--- src/hdl/xs1024_pkg.sv ---
// Package with item types, request codes, constants and the step function of the generator.
`default_nettype none

package xs1024_pkg;

    // Request codes carried in req_type
    localparam logic [2:0] REQ_DRAW_WORD = 3'd0;
    localparam logic [2:0] REQ_WRITE     = 3'd1;
    localparam logic [2:0] REQ_JUMP      = 3'd2;
    localparam logic [2:0] REQ_DRAW_BIT  = 3'd3;
    localparam logic [2:0] REQ_SET_PTR   = 3'd4;

    // Output scrambler multiplier and its 32-bit halves
    localparam logic [63:0] PHI_MULT    = 64'h9e3779b97f4a7c13;
    localparam logic [31:0] PHI_MULT_LO = PHI_MULT[31:0];
    localparam logic [31:0] PHI_MULT_HI = PHI_MULT[63:32];

    // Jump polynomial for an advance of 2^512 steps, lowest word first
    localparam logic [63:0] JUMP_POLY [16] = '{
        64'h84242f96eca9c41d, 64'ha3c65b8776f96855, 64'h5b34a39f070b5837,
        64'h4489affce4f31a1e, 64'h2ffeeb0a48316f40, 64'hdc2d9891fe68c022,
        64'h3659132bb12fea70, 64'haac17d8efa43cab8, 64'hc4cb815590989b13,
        64'h5ee975283d71c93b, 64'h691548c86c1bd540, 64'h7910c41d10a1e6a5,
        64'h0b5fc64563b3e2a8, 64'h047f7684e9fc949d, 64'hb99181f2d8f685ca,
        64'h284600e3f30e38c3
    };

    // Input item
    typedef struct packed {
        logic [2:0]  req_type;
        logic [3:0]  word_index;
        logic [63:0] word_value;
    } req_t;

    // Result item
    typedef struct packed {
        logic [63:0] random_word;
        logic        random_bit;
    } res_t;

    // Write port of a 16-entry state memory
    typedef struct packed {
        logic        en;
        logic [3:0]  addr;
        logic [63:0] data;
    } wr_port_t;

    // One xorshift1024 state update: s0 is the word at the pointer, s1 the next one
    function automatic logic [63:0] xs_step(input logic [63:0] s0, input logic [63:0] s1);
        logic [63:0] t;
        t = s1 ^ (s1 << 31);
        return t ^ s0 ^ (t >> 11) ^ (s0 >> 30);
    endfunction

endpackage

`default_nettype wire

--- src/hdl/xs1024_phi_mul.sv ---
// Iterative 64 x 64 multiply by the phi constant, low 64 bits, one 32 x 32 product per cycle.
`default_nettype none

module xs1024_phi_mul (
    input  wire logic        clk,
    input  wire logic        rst_n,
    input  wire logic        start,
    input  wire logic [63:0] operand,
    output logic             done,
    output logic [63:0]      product
);
    import xs1024_pkg::*;

    localparam logic [1:0] PH_IDLE = 2'd0;
    localparam logic [1:0] PH_LOW  = 2'd1;
    localparam logic [1:0] PH_HILO = 2'd2;
    localparam logic [1:0] PH_LOHI = 2'd3;

    logic [1:0]  phase_reg;
    logic [1:0]  phase_next;
    logic        done_reg;
    logic [63:0] opnd_reg;
    logic [63:0] prod_reg;
    logic [63:0] prod_next;
    logic [31:0] mul_a;
    logic [31:0] mul_b;
    logic [63:0] mul_p;

    // Pick the operand halves for this phase
    always_comb
    begin
        case (phase_reg)
            PH_HILO:
            begin
                mul_a = opnd_reg[63:32];
                mul_b = PHI_MULT_LO;
            end
            PH_LOHI:
            begin
                mul_a = opnd_reg[31:0];
                mul_b = PHI_MULT_HI;
            end
            default:
            begin
                mul_a = opnd_reg[31:0];
                mul_b = PHI_MULT_LO;
            end
        endcase
    end

    assign mul_p = {32'd0, mul_a} * {32'd0, mul_b};

    // Accumulate partial products; cross terms only reach the upper half
    always_comb
    begin
        phase_next = phase_reg;
        prod_next  = prod_reg;
        case (phase_reg)
            PH_IDLE:
            begin
                if (start)
                begin
                    phase_next = PH_LOW;
                end
            end
            PH_LOW:
            begin
                prod_next  = mul_p;
                phase_next = PH_HILO;
            end
            PH_HILO:
            begin
                prod_next  = prod_reg + {mul_p[31:0], 32'd0};
                phase_next = PH_LOHI;
            end
            PH_LOHI:
            begin
                prod_next  = prod_reg + {mul_p[31:0], 32'd0};
                phase_next = PH_IDLE;
            end
            default:
            begin
                phase_next = PH_IDLE;
            end
        endcase
    end

    // Advance phase and flag completion
    always_ff @(posedge clk or negedge rst_n)
    begin
        if (!rst_n)
        begin
            phase_reg <= PH_IDLE;
            done_reg  <= 1'b0;
        end
        else
        begin
            phase_reg <= phase_next;
            done_reg  <= (phase_reg == PH_LOHI);
        end
    end

    // Hold operand and running product
    always_ff @(posedge clk)
    begin
        if (start && (phase_reg == PH_IDLE))
        begin
            opnd_reg <= operand;
        end
        prod_reg <= prod_next;
    end

    assign done    = done_reg;
    assign product = prod_reg;

endmodule

`default_nettype wire

--- config.mk ---
export PLATFORM = sky130hd
export DESIGN_NAME = xs1024_phi_mul
export DESIGN_NICKNAME = d
export VERILOG_FILES = /design/src/hdl/xs1024_pkg.sv /design/src/hdl/xs1024_phi_mul.sv
export SDC_FILE = /design/constraint.sdc
export NUM_CORES = 2
export LEC_CHECK = 0
export ABC_AREA = 1
export ABC_CLOCK_PERIOD_IN_PS = 8500
export BUFFER_PORTS_ARGS = -buffer_cell sky130_fd_sc_hd__buf_2
export CAP_MARGIN = 20
export CORE_AREA = 2 2 277 484
export CTS_CLUSTER_SIZE = 24
export DETAILED_ROUTE_END_ITERATION = 12
export DIE_AREA = 0 0 279 486
export PLACE_DENSITY_LB_ADDON = 0.15
export SLEW_MARGIN = 20
export SYNTH_ARGS = -nofsm -noshare
export SYNTH_HDL_FRONTEND = slang
export SYNTH_SLANG_ARGS = --single-unit
--- constraint.sdc ---
create_clock -name clk -period 8.5 [get_ports clk]
set_input_delay 1.275 -clock clk [delete_from_list [all_inputs] [get_ports clk]]
set_output_delay 1.275 -clock clk [all_outputs]
set_load 0.005 [all_outputs]
==> metrics <==
status=complete, no violations; Tmin final=8.47 ns; CTS Sinks=131; fin worst setup slack=0.0295 ns; Die Footprint=136000 um^2; Least-Margin Pin Slew=0.769 ns; CP max FO=6; total wire length=138000 um; Yosys top cell area share=37.3%; # DRC=0; Rows=176; max incr delay on CP=0.58 ns; cell count after synthesis=3684; first-pass GRT wire length=203000 um; Syn. warnings=0; largest cells by area after synthesis=fa_1 37%, ha_1 19%, edfxtp_1 12%, inv_1 12%, nand2_1 5.8%; Max Clock Freq=0.118 GHz; Root Buffer=clkbuf_16; Finished Cell Area=43000 um^2; clock latency reported for the late side of the worst-skew pair=0.53 ns; Fin. Hold Viols=0; Setup WS pre-CTS=-0.591 ns; total gr overflow=0; Max Cap Viol=0; synthesis-to-layout area growth=31.3%; Clock Skew=0.0279 ns; clk buf depth=2; synth cell count leaders=1005 x inv_1, 610 x fa_1, 507 x nand2_1, 500 x ha_1, 286 x nor2_1; Die X=279 um; Initial DRT Pass Iterations=5; CP required=8.77 ns; WL/cell=22.5 um; GR Util All Layers=21.1%; TritonCTS clock tree=yes; flop and latch count out of synthesis=131; Max-slew headroom=48.7%; worst min path class=in -> async; H-tree Lvls=4; pin count of the biggest net entering global routing=57; Yosys top cell by area=fa_1; vias in the first global route=30300; Initial Util=24.9%; Placed Area=40000 um^2; Layout Nets=5615; Post-synth EDFFs=128; final max-slew violation count=0; RSZ-0062 raised after global routing=true; CTS buffer count=17; final setup violation count=0; Die Ht=486 um; Via-to-Cell Ratio=4.28; Arr. time, crit path=8.74 ns; gpl congestion=0.928; final hold slack=0.685 ns; via count=26300; top-count cell post-synth=inv_1; io pins=132; hpwl dp=127000 um; layout cells sized above 1=26.8%; Netlist Area Pre-Place=32700 um^2; period utilization=99.7%; synth unique cells=49; WS Path Type=reg -> reg; core area=131000 um^2; CP max stage cell=fa_1; Fill cells=13800; clock slew at reported path FFs=0.07 ns; dominant synthesized flop cell=edfxtp_1; asr flop ratio synth=2.29%; sequential element share of the synthesized area=12.0%; initial antenna violation count=1; Routed Antenna Nets=0; critical path endpoint category=flop; Synth Area per Inst=8.89 um^2; Iteration-0 DRC Markers=1016; port bufs=131; Startpoint Class=flop
final cells by class:
| type | count | area [um^2] | area share [%] |
|---|---|---|---|
| clock inverters | 13 | 161 | 0.375 |
| clock buffers | 18 | 429 | 0.998 |
| repair buffers | 791 | 5930 | 13.8 |
| multi-input cells | 2480 | 26600 | 61.9 |
| flip-flops and latches | 131 | 3920 | 9.11 |
| well taps | 1691 | 2120 | 4.92 |
| inverters | 1017 | 3840 | 8.92 |
| diodes | 1 | 2.50 | 0.00582 |
critical path, delay by kind of cell, from the launching register on:
family | cells | cell delay [ns]
adder cells (fa/ha/maj) | 11 | 4.18
buffers and inverters | 17 | 1.80
AND/OR/NAND/NOR | 10 | 1.06
AO/OA/AOI/OAI | 5 | 0.58
flip-flops | 1 | 0.39
XOR/XNOR | 1 | 0.19
placed cells by master (no fill, tap or decap), drive strengths merged, types with 17 or more instances in the layout:
cell type,instances
inv,1016
buf,789
fa,610
nand2,512
ha,500
nor2,292
a21oi,136
edfxtp,128
o21ai,123
nand3,108
conb,32
or2,31
xor2,29
nor3,21
clkbuf,20
nand4,17
layer usage:
layer	share of wire, %	track usage, %	vias up
met5	0	0	-
met2	57	42.2	370
li1	-	-	12600
met3	1.3	1.32	205
met4	8.1	14.1	0
met1	34	20.4	13100
logic make-up after synthesis:
logic type / count (synthesis) / synth area share (%)
adders and majority gates: 1110 / 56.4
buffers and inverters: 1103 / 12.7
and+or+nand+nor: 994 / 12.6
AOI/OAI and AO/OA: 304 / 5.27
DFF: 131 / 12.0
xor gates and xnor gates: 40 / 1.07
other: 2 / 0.0229
path summary, 6_finish.rpt:
path                                end  slack [ns]          from  cells past startpoint
hold reg to reg            phase_reg[0]        0.73  phase_reg[0]                      3
hold / removal                     done        0.68         rst_n                      1
min in group clk           phase_reg[0]        0.73  phase_reg[0]                      3
setup / recovery            product[62]        0.03  phase_reg[0]                     44
setup reg to reg            product[62]        0.03  phase_reg[0]                     44
max in group asynchronous  phase_reg[1]        7.51         rst_n                      1
what timing repair did:
item	in CTS	in global routing
gates cloned	0	2
buffers inserted	22	38
pin swaps	60	139
hold buffers	0	0
setup endpoints to repair	19	26
gates resized for setup	191	251
stage by stage:
stage | setup TNS, ns | instances | utilization, %
5_1_grt | -2.44 | 6142 | 32.7
6_report | 0 | 6142 | 32.7
2_1_floorplan | 0 | 3714 | -
3_3_place_gp | -8.67 | 6048 | 30.4
3_5_place_dp | -8.53 | 6048 | 30.4
4_1_cts | -0.189 | 6101 | 31.6
Power is not shown: default switching activity piles up to over one toggle a cycle in this logic, so the estimate is an artifact.
