<file path="src/hdl/xs1024_pkg.sv">
// Package with item types, request codes, constants and the step function of the generator.
`default_nettype none

package xs1024_pkg;

    // Request codes carried in req_type
    localparam logic [2:0] REQ_DRAW_WORD = 3'd0;
    localparam logic [2:0] REQ_WRITE     = 3'd1;
    localparam logic [2:0] REQ_JUMP      = 3'd2;
    localparam logic [2:0] REQ_DRAW_BIT  = 3'd3;
    localparam logic [2:0] REQ_SET_PTR   = 3'd4;

    // Output scrambler multiplier and its 32-bit halves
    localparam logic [63:0] PHI_MULT    = 64'h9e3779b97f4a7c13;
    localparam logic [31:0] PHI_MULT_LO = PHI_MULT[31:0];
    localparam logic [31:0] PHI_MULT_HI = PHI_MULT[63:32];

    // Jump polynomial for an advance of 2^512 steps, lowest word first
    localparam logic [63:0] JUMP_POLY [16] = '{
        64'h84242f96eca9c41d, 64'ha3c65b8776f96855, 64'h5b34a39f070b5837,
        64'h4489affce4f31a1e, 64'h2ffeeb0a48316f40, 64'hdc2d9891fe68c022,
        64'h3659132bb12fea70, 64'haac17d8efa43cab8, 64'hc4cb815590989b13,
        64'h5ee975283d71c93b, 64'h691548c86c1bd540, 64'h7910c41d10a1e6a5,
        64'h0b5fc64563b3e2a8, 64'h047f7684e9fc949d, 64'hb99181f2d8f685ca,
        64'h284600e3f30e38c3
    };

    // Input item
    typedef struct packed {
        logic [2:0]  req_type;
        logic [3:0]  word_index;
        logic [63:0] word_value;
    } req_t;

    // Result item
    typedef struct packed {
        logic [63:0] random_word;
        logic        random_bit;
    } res_t;

    // Write port of a 16-entry state memory
    typedef struct packed {
        logic        en;
        logic [3:0]  addr;
        logic [63:0] data;
    } wr_port_t;

    // One xorshift1024 state update: s0 is the word at the pointer, s1 the next one
    function automatic logic [63:0] xs_step(input logic [63:0] s0, input logic [63:0] s1);
        logic [63:0] t;
        t = s1 ^ (s1 << 31);
        return t ^ s0 ^ (t >> 11) ^ (s0 >> 30);
    endfunction

endpackage

`default_nettype wire

</file>
<file path="src/hdl/xs1024_acc_mem.sv">
// Jump accumulator memory: 16 x 64 bits, cleared as a whole through per-entry valid bits.
`default_nettype none

module xs1024_acc_mem (
    input  wire logic                 clk,
    input  wire logic                 rst_n,
    input  wire logic                 clear,
    input  wire xs1024_pkg::wr_port_t wr,
    input  wire logic [3:0]           raddr,
    output logic [63:0]               rdata
);
    import xs1024_pkg::*;

    logic [63:0] mem [16];
    logic [15:0] valid_reg;
    logic [63:0] rd_reg;
    logic        rv_reg;

    // Drop all entries on clear, mark entries on write
    always_ff @(posedge clk or negedge rst_n)
    begin
        if (!rst_n)
        begin
            valid_reg <= '0;
            rv_reg    <= 1'b0;
        end
        else
        begin
            if (clear)
            begin
                valid_reg <= '0;
            end
            else if (wr.en)
            begin
                valid_reg[wr.addr] <= 1'b1;
            end
            rv_reg <= valid_reg[raddr];
        end
    end

    // Write and read the array
    always_ff @(posedge clk)
    begin
        if (wr.en)
        begin
            mem[wr.addr] <= wr.data;
        end
        rd_reg <= mem[raddr];
    end

    assign rdata = rv_reg ? rd_reg : 64'd0;

endmodule

`default_nettype wire

</file>
<file path="config.mk">
export PLATFORM = sky130hd
export DESIGN_NAME = xs1024_acc_mem
export DESIGN_NICKNAME = d
export VERILOG_FILES = /design/src/hdl/xs1024_pkg.sv /design/src/hdl/xs1024_acc_mem.sv
export SDC_FILE = /design/constraint.sdc
export NUM_CORES = 1
export LEC_CHECK = 0
export BUFFER_PORTS_ARGS = -buffer_cell sky130_fd_sc_hd__buf_4
export CORE_MARGIN = 2
export CORE_UTILIZATION = 25
export CTS_BUF_LIST = sky130_fd_sc_hd__clkbuf_16
export DETAILED_ROUTE_END_ITERATION = 16
export GPL_ROUTABILITY_DRIVEN = 0
export PLACE_DENSITY = 0.41
export SYNTH_ARGS = -nofsm -noshare
export SYNTH_HDL_FRONTEND = slang
export SYNTH_SLANG_ARGS = --single-unit
</file>
<file path="constraint.sdc">
create_clock -name clk -period 1.6 [get_ports clk]
set_input_delay 0.08 -clock clk [delete_from_list [all_inputs] [get_ports clk]]
set_output_delay 0.08 -clock clk [all_outputs]
set_load 0.05 [all_outputs]
</file>
==> metrics.csv, run 1 <==
stage,metric,value,unit
clocking,htree depth,3,
setup_path,worst path arrival time,1.84,ns
timing,Slew HR,46.98,%
route,1st-iter DRT viols,1470,
power_and_ir_drop,worst ir drop on vdd,921.8,µV
clocking,CTS tree,done,
final_layout,"commonest cells after routing, fill and taps aside","1024 x edfxtp_1, 260 x mux4_2, 159 x buf_4, 130 x a22oi_1, 122 x buf_12",
setup_path,nature of the critical path startpoint,flip-flop,
power_and_ir_drop,post-route total power,64030,µW
synthesis,Synth Flop Type,edfxtp_1,
timing,WHS,0.1831,ns
synthesis,post-synth net total,1863,
floorplan,Cell Rows,148,
floorplan,Die Wd,408.0,µm
global_routing,initial antenna violation count,11,
timing,"Setup violations, final",64,
floorplan,I/O pin count,140,
final_layout,max reg flops,1024,
timing,Final Max Slew Viols,0,
synthesis,mapped cell area,40810,µm²
floorplan,initial core utilization,25.13,%
clocking,Skew-Pair Late Insertion Delay,0.73,ns
timing,Slew @ Worst Pin,0.7927,ns
route,DRT antenna net count,0,
global_routing,GRT Residual Overflow,0,
synthesis,unique cell type count in the Yosys netlist,25,
synthesis,Syn Area/Cell,22.84,µm²
run,Max-cap violations,0,
timing,Final WS setup,-0.3200,ns
clocking,clk buf depth,3,
setup_path,worst path required time,1.52,ns
final_layout,layout cells sized above 1,36.77,%
clocking,TritonCTS Buffers,118,
placement,Detailed Place HPWL,67520,µm
route,vias per cell,4.395,
final_layout,P&R area growth vs syn,29.09,%
floorplan,Die Height,408.0,µm
final_layout,"most common cell after layout, fill and taps aside",edfxtp_1,
synthesis,synth warn,0,
setup_path,crit path max fanout,10,
floorplan,Core Area,162400,µm²
floorplan,DIE AREA,166500,µm²
final_layout,number of fill cells,15400,
final_layout,nets@finish,2315,
route,DRC,0,
route,Routed WL,110100,µm
synthesis,sequential fraction of the synthesis area,79.53,%
setup_path,Setup crit end kind,primary output,
power_and_ir_drop,Leak,0.01729,µW
status,violated checks,negative setup slack,
clocking,clk slew on worst S/H paths,0.06,ns
timing,fmax,520.8,MHz
clocking,CTS root buf,clkbuf_16,
timing,minimum clock period,1.920,ns
route,Vias,19870,
timing,Tcrit/Tclk final,120.0,%
synthesis,"FFs w/ async S/R, synth",1.538,%
synthesis,Synth Register Bits,1105,
status,outcome,finished with violations,
timing,Clock Skew,0.02544,ns
synthesis,Post-synth EDFFs,1024,
power_and_ir_drop,P per Cell Area,1215,nW/µm²
global_routing,pin count of the biggest net entering global routing,38,
global_routing,gr usage total,13.19,%
timing,"Hold Vio Cnt, Final",0,
clocking,clock sinks,1105,
synthesis,Gate Count Post-Synth,1787,
worst_hold_path,HP Class,input port to flip-flop,
placement,PortBufs,139,
global_routing,first-pass GRT wire length,159300,µm
global_routing,number of global-route vias before repair,21740,
timing,RSZ-0062 raised after global routing,true,
setup_path,crit path kind,flip-flop to primary output,
route,TritonRoute pass-1 iters,7,
route,average wire per standard cell,24.36,µm
==> synth_stat cells (7+ instances only) <==
| master | n | area, µm² |
|---|---|---|
| edfxtp_1 | 1024 | 30750 |
| mux4_2 | 260 | 5856 |
| a22oi_1 | 130 | 975.9 |
| nand2_1 | 66 | 247.7 |
| and2_1 | 65 | 406.6 |
| dfxtp_1 | 64 | 1281 |
| clkbuf_1 | 48 | 180.2 |
| nor2_1 | 30 | 112.6 |
| buf_2 | 22 | 110.1 |
| dfrtp_1 | 17 | 425.4 |
| a21oi_1 | 12 | 60.06 |
| buf_6 | 12 | 135.1 |
| buf_4 | 7 | 52.55 |
==> worst max-delay path, cell delays in order (launching register included) <==
cell and delay (ns):
dfrtp_2 0.44, buf_12 0.17, buf_12 0.16, and2_1 0.14, buf_6 0.15
==> metal layers <==
metal  global-route usage, %  part of all wire [%]  vias up
li1                        -                     -     8446
met1                   17.88                    45    10850
met2                   21.82                    49      410
met3                   2.373                   4.0      147
met4                   3.333                   1.9       12
met5                       0                 0.074        -
==> power breakdown <==
part / internal [µW] / total, µW / switching (µW)
logic: 1680 / 3630 / 1950
registers: 32300 / 32500 / 243
clock network: 16300 / 27900 / 11600
total: 50300 / 64000 / 13800
==> final timing paths <==
check / start / to / slack, ns / depth (start not counted)
max in group asynchronous: rst_n / rv_reg$_DFF_PN0_ / 0.53 / 3
max reg2reg: mem[3][15]$_DFFE_PP_ / rd_reg[15]$_DFF_P_ / 0.14 / 3
max: rv_reg$_DFF_PN0_ / rdata[36] / -0.32 / 4
min in group asynchronous: rst_n / valid_reg[11]$_DFFE_PN0P_ / 0.52 / 3
min reg2reg: valid_reg[14]$_DFFE_PN0P_ / valid_reg[14]$_DFFE_PN0P_ / 0.49 / 2
min: wr[19] / mem[15][19]$_DFFE_PP_ / 0.18 / 2
==> layout make-up <==
cell class,instances,area [µm²],share of cell area (%)
Sequential cell,1105,32460,61.61
Multi-Input combinational cell,585,8117,15.41
Timing Repair Buffer,429,5356,10.17
Clock buffer,119,2978,5.653
Tap cell,2175,2721,5.166
Clock inverter,106,1050,1.993
Antenna cell,1,2.502,0.004750
==> per-stage QoR <==
stage | instances | worst slack (ns) | setup TNS [ns] | utilization (%) | area [µm²]
after floorplan | 1787 | -0.9647 | -657.64 | - | 40950
after global placement | 4209 | -0.2365 | -29.08 | 29.09 | 47240
after detailed placement | 4209 | -0.2302 | -26.87 | 29.09 | 47240
after CTS | 4518 | -0.4192 | -23.60 | 32.38 | 52580
after global routing | 4520 | -0.3961 | -21.28 | 32.44 | 52680
final | 4520 | -0.3200 | -16.15 | 32.44 | 52680
==> logic make-up after synthesis <==
group / after synthesis / synth area share (%)
AOI/OAI and AO/OA: 146 / 2.600
and+or+nand+nor: 179 / 2.168
muxes: 260 / 14.35
buffers and inverters: 97 / 1.355
DFF: 1105 / 79.53
==> timing repair <==
| item | 4_1_cts | 5_1_grt |
|---|---|---|
| pin swaps | 4 | 6 |
| resized for setup | 134 | 33 |
| hold buffers | 80 | 0 |
| cloned | 1 | 0 |
| setup buffers | 3 | 2 |
| endpoints found under the setup margin | 64 | 73 |
| endpoints found under the hold margin | 1082 | 0 |
Note: power is estimated with default switching activity, not from simulation.
==> inputs of run 2 (changes only) <==
Settings changed: CORE_UTILIZATION 25 to 50, PLACE_DENSITY 0.41 to 0.68.
==> metrics.csv, run 2 (synthesis results as in run 1) <==
stage,metric,value,unit,change
setup_path,Reg-to-Reg Start,mem[3][1]$_DFFE_PP_,,
placement,PortBufs,139,,unchanged
worst_hold_path,HP Class,input port to flip-flop,,
global_routing,gr usage total,21.88,%,+8.7 points
global_routing,GRT Residual Overflow,0,,unchanged
setup_path,nature of the critical path startpoint,flip-flop,,
power_and_ir_drop,P per Cell Area,1220,nW/µm²,+0.35%
timing,"Hold Vio Cnt, Final",0,,unchanged
final_layout,max reg flops,1024,,unchanged
route,1st-iter DRT viols,1920,,+31%
timing,fmax,556.7,MHz,+6.9%
placement,Detailed Place HPWL,51720,µm,-23%
clocking,CTS tree,done,,
final_layout,nets@finish,2249,,-2.9%
final_layout,layout cells sized above 1,33.10,%,-3.7 points
setup_path,crit path max fanout,30,,+20
placement,Inst Count DP,3046,,-28%
setup_path,max incr delay on CP,0.42,ns,-0.02 ns
setup_path,Reg2Reg Setup Slack,0.23,ns,+0.09 ns
clocking,clk slew on worst S/H paths,0.06,ns,about the same
setup_path,CP Cell Sequence,"buf_12, and2_4, buf_8",,
setup_path,crit path kind,flip-flop to primary output,,
clocking,clock sinks,1105,,unchanged
clocking,CTS root buf,clkbuf_16,,
clocking,clk buf depth,3,,unchanged
floorplan,Die Wd,289.7,µm,-29%
floorplan,Cell Rows,104,,-30%
timing,Slew HR,50.12,%,+3.1 points
timing,Final WS setup,-0.1962,ns,+0.1238 ns
floorplan,I/O pin count,140,,unchanged
final_layout,P&R area growth vs syn,21.64,%,
global_routing,initial antenna violation count,5,,-6
route,vias per cell,5.881,,+34%
timing,"Setup violations, final",64,,unchanged
final_layout,number of fill cells,5479,,-64%
setup_path,CP top delay family,flip-flops,,
clocking,TritonCTS Buffers,108,,-8.5%
setup_path,CP max-delay cell,dfrtp_2,,
route,DRC,0,,unchanged
floorplan,Die Height,289.7,µm,-29%
setup_path,WP depth,3,,-1
placement,placed instance area,45080,µm²,-4.6%
power_and_ir_drop,Leak,0.01650,µW,-4.6%
setup_path,Setup crit end,rdata[43],,
setup_path,Buf/Inv on CP,2,,-1
clocking,Setup Buffers After CTS,0,,-3
final_layout,"commonest cells after routing, fill and taps aside","1024 x edfxtp_1, 260 x mux4_2, 144 x buf_4, 130 x a22oi_1, 110 x clkbuf_16",,
timing,Slew @ Worst Pin,0.7457,ns,-0.04698 ns
floorplan,initial core utilization,50.58,%,+25 points
setup_path,worst reg2reg endpoint,rd_reg[1]$_DFF_P_,,
floorplan,Core Area,80680,µm²,-50%
timing,Clock Skew,0.01530,ns,-0.01014 ns
status,violated checks,negative setup slack,,
setup_path,worst setup path startpoint,rv_reg$_DFF_PN0_,,
timing,RSZ-0062 raised after global routing,true,,
global_routing,first-pass GRT wire length,133400,µm,-16%
final_layout,footprint of the multi-input gates,8014,µm²,-1.3%
power_and_ir_drop,worst ir drop on vdd,999.0,µV,+8.4%
final_layout,"most common cell after layout, fill and taps aside",edfxtp_1,,
clocking,htree depth,3,,unchanged
final_layout,register area,32460,µm²,unchanged
setup_path,worst path required time,1.52,ns,about the same
placement,pre-CTS setup slack,-0.08174,ns,+0.1485 ns
timing,Tcrit/Tclk final,112.3,%,-7.7 points
setup_path,worst path arrival time,1.72,ns,-0.12 ns
route,average wire per standard cell,26.98,µm,+11%
route,DRT antenna net count,0,,unchanged
floorplan,DIE AREA,83920,µm²,-50%
timing,minimum clock period,1.796,ns,-0.1238 ns
power_and_ir_drop,post-route total power,60550,µW,-5.4%
clocking,Skew-Pair Late Insertion Delay,0.68,ns,-0.05 ns
global_routing,number of global-route vias before repair,20570,,-5.4%
status,outcome,finished with violations,,
route,TritonRoute pass-1 iters,7,,unchanged
setup_path,Setup crit end kind,primary output,,
final_layout,final cell count without fillers,3327,,-26%
final_layout,Final Cell Area,49640,µm²,-5.8%
global_routing,pin count of the biggest net entering global routing,41,,+7.9%
route,Routed WL,89770,µm,-18%
route,Vias,19570,,-1.5%
setup_path,Worst R2R Path Depth,3,,unchanged
run,Max-cap violations,0,,unchanged
timing,Final Max Slew Viols,0,,unchanged
[run 2: per-stage QoR]
stage | hold slack (ns) | TNS, ns | utilization (%)
floorplan | -0.2156 | -657.64 | -
global placement | -0.04988 | -2.885 | 55.88
detailed placement | -0.04407 | -4.883 | 55.88
CTS | 0.04391 | -11.93 | 61.48
global route | 0.09751 | -13.46 | 61.53
finish | 0.08761 | -8.537 | 61.53
[run 2: layout make-up]
cell class,instances,area share (%)
Timing Repair Buffer,373,8.779
Tap cell,1060,2.672
Antenna cell,4,0.02016
Clock inverter,90,1.454
Clock buffer,110,5.545
Sequential cell,1105,65.39
Multi-Input combinational cell,585,16.14
[run 2: worst min path at each step]
stage,start,to,slack [ns],cells past startpoint
detailed placement,rst_n,valid_reg[14]$_DFFE_PN0P_,-0.04,1
finish,wr[68],valid_reg[13]$_DFFE_PN0P_,0.09,5
global placement,rst_n,valid_reg[14]$_DFFE_PN0P_,-0.05,1
floorplan,rst_n,rv_reg$_DFF_PN0_,-0.22,0
global route,raddr[3],rd_reg[40]$_DFF_P_,0.1,5
CTS,wr[68],valid_reg[13]$_DFFE_PN0P_,0.04,5
[run 2: worst register-to-register path, cell delays in order (launching register included)]
cell,delay [ns]
edfxtp_1,0.37
mux4_2,0.47
a22oi_1,0.33
nand2_1,0.10
[run 2: routing by layer]
metal,global-route usage [%],part of all wire (%),vias to the layer above
li1,-,-,8309
met1,30.74,41,10450
met2,35.71,50,684
met3,3.932,6.6,120
met4,6.192,2.0,2
met5,0,0.012,-
[run 2: timing repair]
action,CTS,global route
setup endpoints to repair,64,66
pin swaps,0,0
hold buffers,77,0
resized for setup,76,9
endpoints found under the hold margin,1061,0
[run 2: power by group]
| group | leakage [µW] | internal [µW] | switching, µW |
|---|---|---|---|
| Combinational | 0.00471 | 1530 | 1770 |
| Sequential | 0.0100 | 32300 | 226 |
| Clock | 0.00176 | 14100 | 10600 |
| Total | 0.0165 | 47900 | 12600 |
